==> config.mk <==
export PLATFORM = sky130hd
export DESIGN_NAME = amfea_div
export DESIGN_NICKNAME = d
export VERILOG_FILES = /design/src/design/amfea_pkg.sv /design/src/design/amfea_div.sv
export SDC_FILE = /design/constraint.sdc
export NUM_CORES = 1
export LEC_CHECK = 0
export BUFFER_PORTS_ARGS = -buffer_cell sky130_fd_sc_hd__buf_2
export CORE_MARGIN = 2
export CORE_UTILIZATION = 51
export DETAILED_ROUTE_END_ITERATION = 10
export PLACE_DENSITY = 0.73
export SKIP_LAST_GASP = 1
export SLEW_MARGIN = 20
export SYNTH_ARGS = -nofsm -noshare
export SYNTH_HDL_FRONTEND = slang
export SYNTH_SLANG_ARGS = --single-unit
export TNS_END_PERCENT = 20
==> constraint.sdc <==
create_clock -name clk_i -period 5.27 [get_ports clk_i]
set_clock_uncertainty 0.05 [all_clocks]
set_input_delay 1.054 -clock clk_i [delete_from_list [all_inputs] [get_ports clk_i]]
set_output_delay 1.054 -clock clk_i [all_outputs]
set_load 0.02 [all_outputs]
==> src/design/amfea_pkg.sv <==
// Shared types and constants for the alpha mask feather/expand/apply block.
// Used by the divider and the top level; no dependencies.
package amfea_pkg;

  localparam int unsigned Q15_W = 16;
  localparam logic [Q15_W-1:0] ONE_Q15 = 16'd32768;
  localparam logic [31:0] HALF_Q15 = 32'd16384;

  localparam logic [2:0] REG_REGION_WIDTH = 3'd0;
  localparam logic [2:0] REG_REGION_HEIGHT = 3'd1;
  localparam logic [2:0] REG_FEATHER_RADIUS = 3'd2;
  localparam logic [2:0] REG_GROW_RADIUS = 3'd3;
  localparam logic [2:0] REG_FLIP_MASK = 3'd4;

  typedef struct packed {
    logic done;
    logic [Q15_W-1:0] quot;
  } div_res_t;

endpackage

==> src/design/amfea_div.sv <==
// Restoring divider, one quotient bit per cycle.
// Depends on amfea_pkg for the result struct.
module amfea_div #(
  parameter int unsigned SW = 21,
  parameter int unsigned CW = 5
) (
  input  logic               clk_i,
  input  logic               rst_ni,
  input  logic               start_i,
  input  logic [SW-1:0]      dividend_i,
  input  logic [CW-1:0]      divisor_i,
  output amfea_pkg::div_res_t res_o
);
  import amfea_pkg::*;

  localparam int unsigned NW = $clog2(SW + 1);

  logic [SW-1:0] dvd_q;
  logic [CW:0]   rem_q;
  logic [CW-1:0] dsr_q;
  logic [NW-1:0] cnt_q;
  logic          busy_q;
  logic          done_q;
  logic [CW:0]   rem_sh;
  logic          ge;

  assign rem_sh = {rem_q[CW-1:0], dvd_q[SW-1]};
  assign ge = rem_sh >= {1'b0, dsr_q};

  always_ff @(posedge clk_i or negedge rst_ni) begin
    if (!rst_ni) begin
      dvd_q <= '0;
      rem_q <= '0;
      dsr_q <= '0;
      cnt_q <= '0;
      busy_q <= 1'b0;
      done_q <= 1'b0;
    end else begin
      done_q <= 1'b0;
      if (start_i) begin
        dvd_q <= dividend_i;
        dsr_q <= divisor_i;
        rem_q <= '0;
        cnt_q <= NW'(SW);
        busy_q <= 1'b1;
      end else if (busy_q) begin
        rem_q <= ge ? rem_sh - {1'b0, dsr_q} : rem_sh;
        dvd_q <= {dvd_q[SW-2:0], ge};
        cnt_q <= cnt_q - 1'b1;
        if (cnt_q == NW'(1)) begin
          busy_q <= 1'b0;
          done_q <= 1'b1;
        end
      end
    end
  end

  assign res_o.done = done_q;
  assign res_o.quot = dvd_q[Q15_W-1:0];

endmodule

==> metrics.txt, run 1 <==
H-tree levels=2; actual slew at the worst max-slew pin=941 ps; met2 usage in global routing=26.3%; Die Y=68.0 µm; vias in the first global route=1,313; Tot Pwr=0.880 mW; Post-CTS Setup Inserts=0; Hold Path Class=reg -> reg; pwr/cell area=379 nW/µm²; drt total wl=3.70 mm; post-layout util=58.4%; Synth area leader=dfrtp_1; synthesized area per cell=10.2 µm²; setup TNS=0 ps; hold buffer count at cts=0; mapped cell area=2090 µm²; P_leak=1.24 nW; Fin. Hold Viols=0; Critical Path Sink Type=flop; worst skew pair latency=290 ps; largest net degree at the start of global routing=65; GR Util met1=22.4%; asr flop ratio synth=100%; grt total ovfl=0; DR WL/cell=13.1 µm; ANT nets after route=0; All-Layer GR Usage=17.1%; drt pass-1 iters=4; max-slew violation count=0; Area Overhead vs Synth=10.8%; CTS sink count=38; Clock Tree Buf Depth=2; fin crit period=2180 ps; final setup fails=0; sequential-to-total area share from yosys stat=45.5%; Initial DRC Count=92; final critical-path share of the clock period=41.4%; Worst Setup Start Kind=primary input; Via-to-Cell Ratio=5.33; Root Driver=clkbuf_8; Main synth FF type=dfrtp_1; GRT met3 Usage=5.26%; CTS tree=done; relative slew slack=37.3%; # rows=23; Post-Syn Nets=243; RSZ-0062 raised after global routing=no; GR peak layer=met2; Starting Density=52.7%; Core ar.=3970 µm²; required time of the critical path=5390 ps; CTS Buf Count=5; # port buffers=45; Worst-path clk slew=70 ps; top-area cell type share of the netlist area=45.5%; Yosys Warn Count=0; status=finished, final reports clean; Worst Path Class, Setup=in -> reg; most frequent cells after synthesis=dfrtp_1 (38), o21ai_0 (27), nand2_1 (26); DR vias=1,504; number of synthesized flops with an enable pin=0; final setup margin=3090 ps; n_diodes=0; post-cts gate resize count=0; Peak Freq=458 MHz; first-pass GRT wire length=5.86 mm; DRC=0; dpl hpwl=2.54 mm; fin cells=282; Die ar.=4630 µm²; placed cells=274; ranking of synthesized cells by area=dfrtp_1 (45%), mux2i_1 (9.6%), buf_4 (6.8%); share of post-route cells with drive strength above 1=27.2%; cells after synthesis=206; #FFs+latches synth=38; most common cell in the netlist=dfrtp_1; # Max-Cap Violations=0; Yosys cell types=40; die width=68.0 µm; Ports=46; Final #Nets=268; Crit Path Max Fanout=64; Critical Path AT=2300 ps; routability-driven placement congestion ratio=0.853; setup slack after placement=2790 ps; initial antenna violation count=0; Peak supply drop=241 µV
[cell usage in the layout, fill, tap and decap left out, types with 3 or more instances in the layout]
master	count
o21ai_0	27
mux2i_1	20
dfrtp_1	38
a21o_1	3
nand3_1	3
ha_1	7
inv_1	9
a311oi_1	4
nand2_1	26
clkbuf_8	8
buf_2	45
nand2b_1	3
nor2_1	8
xnor2_1	4
[cell families after synthesis]
group,after synthesis,synth area share [%]
AND/OR/NAND/NOR,50,11.7
AO/OA/AOI/OAI,47,15.3
flip-flops,38,45.5
buffers and inverters,37,10.2
multiplexers,21,10.1
adder cells (fa/ha/maj),8,5.14
XOR/XNOR,5,2.09
[worst paths after layout]
check | start | endpoint | slack (ps) | cells after the start
min in group asynchronous | rst_ni | dsr_q[4] | 810 | 1
worst max-delay path | start_i | rem_q[3] | 3090 | 4
worst min register to register | dsr_q[0] | dsr_q[0] | 480 | 1
worst max register to register | dvd_q[20] | rem_q[1] | 3280 | 7
max in group asynchronous | rst_ni | dvd_q[16] | 3830 | 1
worst min-delay path | dsr_q[0] | dsr_q[0] | 480 | 1
[routing by layer]
metal	vias up	part of all wire, %	routed length, µm
met2	33	46	1720
met4	0	2.0	74
met3	9	5.1	189
met5	-	0	0
met1	720	46	1720
li1	742	-	-
[registers in the layout, summed over array words and instances (netlist names)]
name	cells
done_q	1
cnt_q	5
dsr_q	5
dvd_q	21
rem_q	5
busy_q	1
[area by class of cell]
| class | instances | area [µm²] |
|---|---|---|
| clock buffers | 8 | 110 |
| fillers | 344 | 1650 |
| inverters | 9 | 33.8 |
| multi-input cells | 131 | 928 |
| flip-flops and latches | 38 | 951 |
| well taps | 50 | 62.6 |
| repair buffers | 46 | 233 |
[where the power goes]
group / switching [mW] / internal, mW
clock network: 0.0981 / 0.132
logic: 0.154 / 0.129
registers: 0.0333 / 0.333
[stage by stage]
stage	hold slack [ps]	instance area, µm²
global placement	449	2210
global route	522	2320
CTS	489	2320
detailed placement	467	2210
finish	482	2320
floorplan	430	2090
[critical path, cell delays in order]
cell     delay [ps]
buf_2           700
and3b_1         260
a32oi_1         180
nand2_1          80
Note: power is estimated with default switching activity, not from simulation.
==> run 2: changes to the inputs <==
--- a/config.mk
+++ b/config.mk
@@ -7,7 +7,7 @@
 export LEC_CHECK = 0
 export BUFFER_PORTS_ARGS = -buffer_cell sky130_fd_sc_hd__buf_2
 export CORE_MARGIN = 2
-export CORE_UTILIZATION = 51
+export CORE_UTILIZATION = 49
 export DETAILED_ROUTE_END_ITERATION = 10
 export PLACE_DENSITY = 0.73
 export SKIP_LAST_GASP = 1
==> constraint.sdc (replaced) <==
create_clock -name clk_i -period 1.8 [get_ports clk_i]
set_clock_uncertainty 0.05 [all_clocks]
set_input_delay 0.36 -clock clk_i [delete_from_list [all_inputs] [get_ports clk_i]]
set_output_delay 0.36 -clock clk_i [all_outputs]
set_load 0.02 [all_outputs]
==> run 2 against run 1 <==
The run now ends with negative setup slack left. Worst hold slack lost 260 ps. Clock-buffer cell count shrank 3. Sequential power grew to 2.9 times the previous value. Routed wire length grew 4.4%. Non-clock buffer count grew 8. Clock power grew 140%. Combinational power grew to 3.1 times the previous value. Via count grew 0.27%. First-iteration DRC count shrank 2.2%. Largest power group unchanged. Highest routed layer unchanged.
==> metrics.txt, run 2 (same netlist as run 1, synthesis figures left out) <==
final setup margin=-52.6 ps (-3140 ps); Worst Setup Start Kind=flop; ANT nets after route=0 (unchanged); All-Layer GR Usage=17.1% (about the same); Peak Freq=540 MHz; Worst-path clk slew=70 ps (about the same); Sw Ratio=33.9% (+1.5 points); CTS sink count=38 (unchanged); # Max-Cap Violations=0 (unchanged); pwr/cell area=1050 nW/µm² (+180%); Die ar.=4810 µm² (+3.8%); P_leak=1.27 nW (+2.3%); Post-CTS Setup Inserts=0 (unchanged); required time of the critical path=1940 ps (-3450 ps); Crit Path Max Fanout=8 (-88%); DR vias=1,508 (+0.27%); largest net degree at the start of global routing=37 (-43%); Worst Path Class, Setup=reg -> reg; die width=69.3 µm (+1.9%); Pint=1.66 mW (+180%); hold path cells=3 (+2); final critical-path share of the clock period=103%; clock network fraction of total power=21.8% (-4.4 points); placed cells=281 (+2.6%); first-pass GRT wire length=6.70 mm (+14%); status=complete, but fails checks; DR WL/cell=13.4 µm (+1.8%); dpl hpwl=2.87 mm (+13%); Ports=46 (unchanged); Core ar.=4060 µm² (+2.2%); Biggest register=dvd_q; # rows=23 (unchanged); fin cells=289 (+2.5%); H-tree levels=2 (unchanged); Hold Path Class=in -> reg; DRC=0 (unchanged); drt total wl=3.87 mm (+4.4%); Critical Path AT=2000 ps (-300 ps); Fin. Hold Viols=0 (unchanged); Starting Density=51.6% (-1.1 points); violated checks=negative setup slack; Initial DRC Count=90 (-2.2%); setup TNS=-99.1 ps (-99.1 ps); relative slew slack=69.5% (+32 points); Clock Tree Buf Depth=2 (unchanged); final setup fails=3 (+3); worst skew pair latency=290 ps (about the same); Multi-input gate area=956 µm² (+3.0%); CTS tree=done; CTS Buf Count=5 (unchanged); Flop pwr share=42.9% (+1.2 points); vias in the first global route=1,484 (+13%); Fill cells=353 (+2.6%); max-slew violation count=0 (unchanged); Critical Path Sink Type=flop; Via-to-Cell Ratio=5.22 (-2.2%); most frequent cells in the layout=buf_2 (45), dfrtp_1 (38), o21ai_0 (27); reported net switching power=0.852 mW (+200%); routability-driven placement congestion ratio=0.849 (-0.48%); grt total ovfl=0 (unchanged); initial antenna violation count=0 (unchanged); R2R cell count=7 (unchanged); drt pass-1 iters=4 (unchanged); # port buffers=45 (unchanged); actual slew at the worst max-slew pin=458 ps (-482 ps); Root Driver=clkbuf_8; Seq. cell area=951 µm² (unchanged); Final #Nets=276 (+3.0%); n_diodes=0 (unchanged); Peak supply drop=496 µV (+110%); share of post-route cells with drive strength above 1=30.5% (+3.4 points); Area Overhead vs Synth=14.2%; Die Y=69.3 µm (+1.9%); fin crit period=1850 ps; RSZ-0062 raised after global routing=yes; Largest register FFs=21 (unchanged); most common cell after layout, fill and taps aside=buf_2; Comb pwr share=35.3% (+3.1 points)
==> run 2: area by class of cell <==
class,instances,area share [%]
Clock buffer,5,2.88
Clock inverter,2,0.419
Inverter,9,1.41
Multi-Input combinational cell,131,40.0
Sequential cell,38,39.8
Tap cell,50,2.62
Timing Repair Buffer,54,12.9
==> run 2: final timing paths <==
path	to	from	slack (ps)
setup / recovery	rem_q[0]	dvd_q[20]	-50
hold reg to reg	dsr_q[0]	dsr_q[0]	470
setup reg to reg	rem_q[0]	dvd_q[20]	-50
max in group asynchronous	rem_q[0]	rst_ni	740
min in group asynchronous	dvd_q[11]	rst_ni	500
hold / removal	dvd_q[6]	dividend_i[6]	220
==> run 2: power by group through the flow <==
stage / Combinational, mW / Sequential [mW] / Clock (mW)
after global routing: 0.986 / 1.10 / 0.612
after detailed placement: 0.846 / 1.09 / 0
after floorplan: 0.698 / 1.06 / 0
after CTS: 0.850 / 1.07 / 0.568
final: 0.886 / 1.08 / 0.546
after global placement: 0.827 / 1.08 / 0
==> run 2: critical path, cell delays in order, from the launching register on <==
cell	delay (ps)
dfrtp_1	350
inv_1	50
ha_1	210
fa_2	380
nor2b_4	170
o31ai_4	120
a21o_2	210
a311oi_2	230
==> run 2: layer usage <==
metal	share of wire, %	vias to the layer above	track usage (%)
li1	-	759	-
met1	47	713	22.5
met2	48	31	27.4
met3	4.4	5	5.23
met4	1.2	0	4.58
met5	0	-	0
==> run 2: timing repair <==
item,in CTS,in global routing
hold buffers,1,0
hold endpoints to repair,18,0
gates resized for setup,0,3
endpoints found under the setup margin,4,6
pin swaps,0,1
gates cloned,0,0
==> run 2: per-stage QoR <==
stage / worst slack [ps] / power (mW) / util [%] / cell area [µm²] / hold WS (ps)
2_1_floorplan: 37.7 / 1.76 / - / 2090 / 14.4
3_3_place_gp: 8.35 / 1.91 / 56.1 / 2280 / 283
3_5_place_dp: -42.9 / 1.93 / 56.1 / 2280 / 287
4_1_cts: -53.9 / 2.49 / 58.3 / 2360 / 213
5_1_grt: -148 / 2.70 / 58.9 / 2390 / 225
6_report: -52.6 / 2.51 / 58.9 / 2390 / 224
==> run 3: changes to the inputs <==
--- a/config.mk
+++ b/config.mk
@@ -7,9 +7,10 @@
 export LEC_CHECK = 0
 export BUFFER_PORTS_ARGS = -buffer_cell sky130_fd_sc_hd__buf_2
 export CORE_MARGIN = 2
-export CORE_UTILIZATION = 49
+export CORE_UTILIZATION = 51
+export CTS_BUF_LIST = sky130_fd_sc_hd__clkbuf_4 sky130_fd_sc_hd__clkbuf_8
 export DETAILED_ROUTE_END_ITERATION = 10
-export PLACE_DENSITY = 0.73
+export PLACE_DENSITY = 0.76
 export SKIP_LAST_GASP = 1
 export SLEW_MARGIN = 20
 export SYNTH_ARGS = -nofsm -noshare
==> run 3 against run 2 <==
The run still ends with negative setup slack left. Design area grew 1.3%. Core utilization grew 2.1 points. Worst setup slack lost 38 ps. Via count grew 0.27%. Routed wire length grew 2.4%. Clock power grew 34%. Clock-buffer cell count is the same. Worst hold slack lost 200 ps. Non-clock buffer count shrank 2. Critical path depth is the same. Final cell count shrank 0.35%. Die area shrank 3.7%.
==> metrics.txt, run 3 (same netlist as run 1, synthesis figures left out) <==
status=complete, but fails checks; violated checks=negative setup slack; Area Overhead vs Synth=15.7%; Peak supply drop=631 µV (+27%); actual slew at the worst max-slew pin=634 ps (+176 ps); fin cells=288 (-0.35%); Initial DRC Count=42 (-53%); Worst-path clk slew=80 ps (about the same); max-slew violation count=0 (unchanged); # rows=23 (unchanged); die width=68.0 µm (-1.9%); drt pass-1 iters=4 (unchanged); Ports=46 (unchanged); Clock Tree Buf Depth=2 (unchanged); Via-to-Cell Ratio=5.25 (+0.61%); DRC=0 (unchanged); required time of the critical path=1960 ps (+20 ps); setup TNS=-296 ps (-197 ps); most common cell after layout, fill and taps aside=buf_2; Fin. Hold Viols=0 (unchanged); CTS Buf Count=5 (unchanged); Biggest register=dvd_q; drt total wl=3.96 mm (+2.4%); Tot Pwr=2.74 mW (+9.2%); share of post-route cells with drive strength above 1=31.9% (+1.4 points); Critical Path Sink Type=flop; Final #Nets=274 (-0.72%); initial antenna violation count=0 (unchanged); n_diodes=0 (unchanged); routability-driven placement congestion ratio=0.878 (+3.4%); Largest register FFs=21 (unchanged); worst skew pair latency=300 ps (about the same); H-tree levels=2 (unchanged); final setup fails=5 (+2); Worst Setup Start Kind=flop; DR WL/cell=13.7 µm (+2.7%); Hold Path Class=in -> async; CTS sink count=38 (unchanged); ANT nets after route=0 (unchanged); Core ar.=3970 µm² (-2.1%); # Max-Cap Violations=0 (unchanged); final setup margin=-90.3 ps (-37.7 ps); Crit Path Max Fanout=8 (unchanged); placed cells=280 (-0.36%); dpl hpwl=2.84 mm (-1.1%); Starting Density=52.7% (+1.1 points); RSZ-0062 raised after global routing=yes; CTS tree=done; first-pass GRT wire length=5.93 mm (-12%); hold buffer count at cts=0 (-1); vias in the first global route=1,339 (-9.8%); most frequent cells in the layout=buf_2 (45), dfrtp_1 (38), nand2_1 (26), o21ai_0 (26), mux2i_1 (20); fin crit period=1890 ps (+37.7 ps); grt total ovfl=0 (unchanged); setup slack after placement=-113 ps (-69.9 ps); pwr/cell area=1130 nW/µm² (+7.8%); P_leak=1.27 nW (about the same); largest net degree at the start of global routing=40 (+8.1%); Die ar.=4630 µm² (-3.7%); Critical Path AT=2050 ps (+50 ps); Die Y=68.0 µm (-1.9%); final critical-path share of the clock period=105% (+2.1 points); Worst Path Class, Setup=reg -> reg; DR vias=1,512 (+0.27%); Peak Freq=529 MHz (-2.0%); # port buffers=45 (unchanged); relative slew slack=57.7% (-12 points); worst-case hold slack=22.1 ps (-202 ps); All-Layer GR Usage=17.4% (+0.35 points); Root Driver=clkbuf_8
-- run 3: cell types whose count changed in the layout (fill, tap and decap cells not counted), sizes merged --
| cell | previous run | this run |
|---|---|---|
| clkinvlp | 0 | 2 |
| dlygate4sd3 | 1 | 0 |
| clkinv | 2 | 0 |
| bufinv | 0 | 1 |
| buf | 53 | 52 |
-- run 3: worst paths after layout --
| kind | start | to | slack [ps] | cells after the start |
|---|---|---|---|---|
| worst min-delay path | rst_ni | dvd_q[16] | 20 | 1 |
| worst min register to register | dsr_q[0] | dsr_q[0] | 480 | 1 |
| max in group asynchronous | rst_ni | dvd_q[3] | 1130 | 2 |
| min in group clk_i | dividend_i[5] | dvd_q[5] | 210 | 3 |
| worst max-delay path | dvd_q[20] | rem_q[0] | -90 | 7 |
| worst max register to register | dvd_q[20] | rem_q[0] | -90 | 7 |
-- run 3: power breakdown --
group / leakage (nW) / internal (mW) / switching [mW] / total, mW
clock: 0.0504 / 0.412 / 0.317 / 0.729
sequential: 0.462 / 0.975 / 0.100 / 1.07
combinational: 0.758 / 0.437 / 0.501 / 0.938
total: 1.27 / 1.82 / 0.918 / 2.74
-- run 3: through the flow --
step	cell area (µm²)	utilization [%]
4_1_cts	2410	60.6
3_5_place_dp	2270	57.1
3_3_place_gp	2270	57.1
5_1_grt	2420	61.0
6_report	2420	61.0
2_1_floorplan	2090	-
-- run 3: repair_timing --
| action | CTS | global route |
|---|---|---|
| cloned | 0 | 0 |
| gates resized for setup | 3 | 4 |
| buffers inserted | 0 | 0 |
| endpoints found under the setup margin | 4 | 5 |
| endpoints found under the hold margin | 0 | 0 |
| pin swaps | 1 | 4 |
-- run 3: layout make-up --
class                      instances  area (µm²)
clock buffer                       5        68.8
tap                               50        62.6
timing repair buffer              52         290
fill                             344        1550
inverter                           9        33.8
sequential                        38         951
clock inverter                     3        45.0
multi-input combinational        131         970
-- run 3: worst max-delay path, cell delays in order, from the launching register on --
cell and delay (ps):
dfrtp_1 380, inv_1 60, ha_2 190, fa_2 250, nor2b_4 60, o31ai_4 350
nand3_1 180, a311oi_2 290
-- run 3: layer usage --
layer  vias up  GRT usage (%)  part of all wire, %
li1        763              -                    -
met2        38           28.0                   48
met5         -              0                    0
met4         0           6.25                  1.7
met3         7           6.09                  5.0
met1       704           21.6                   45
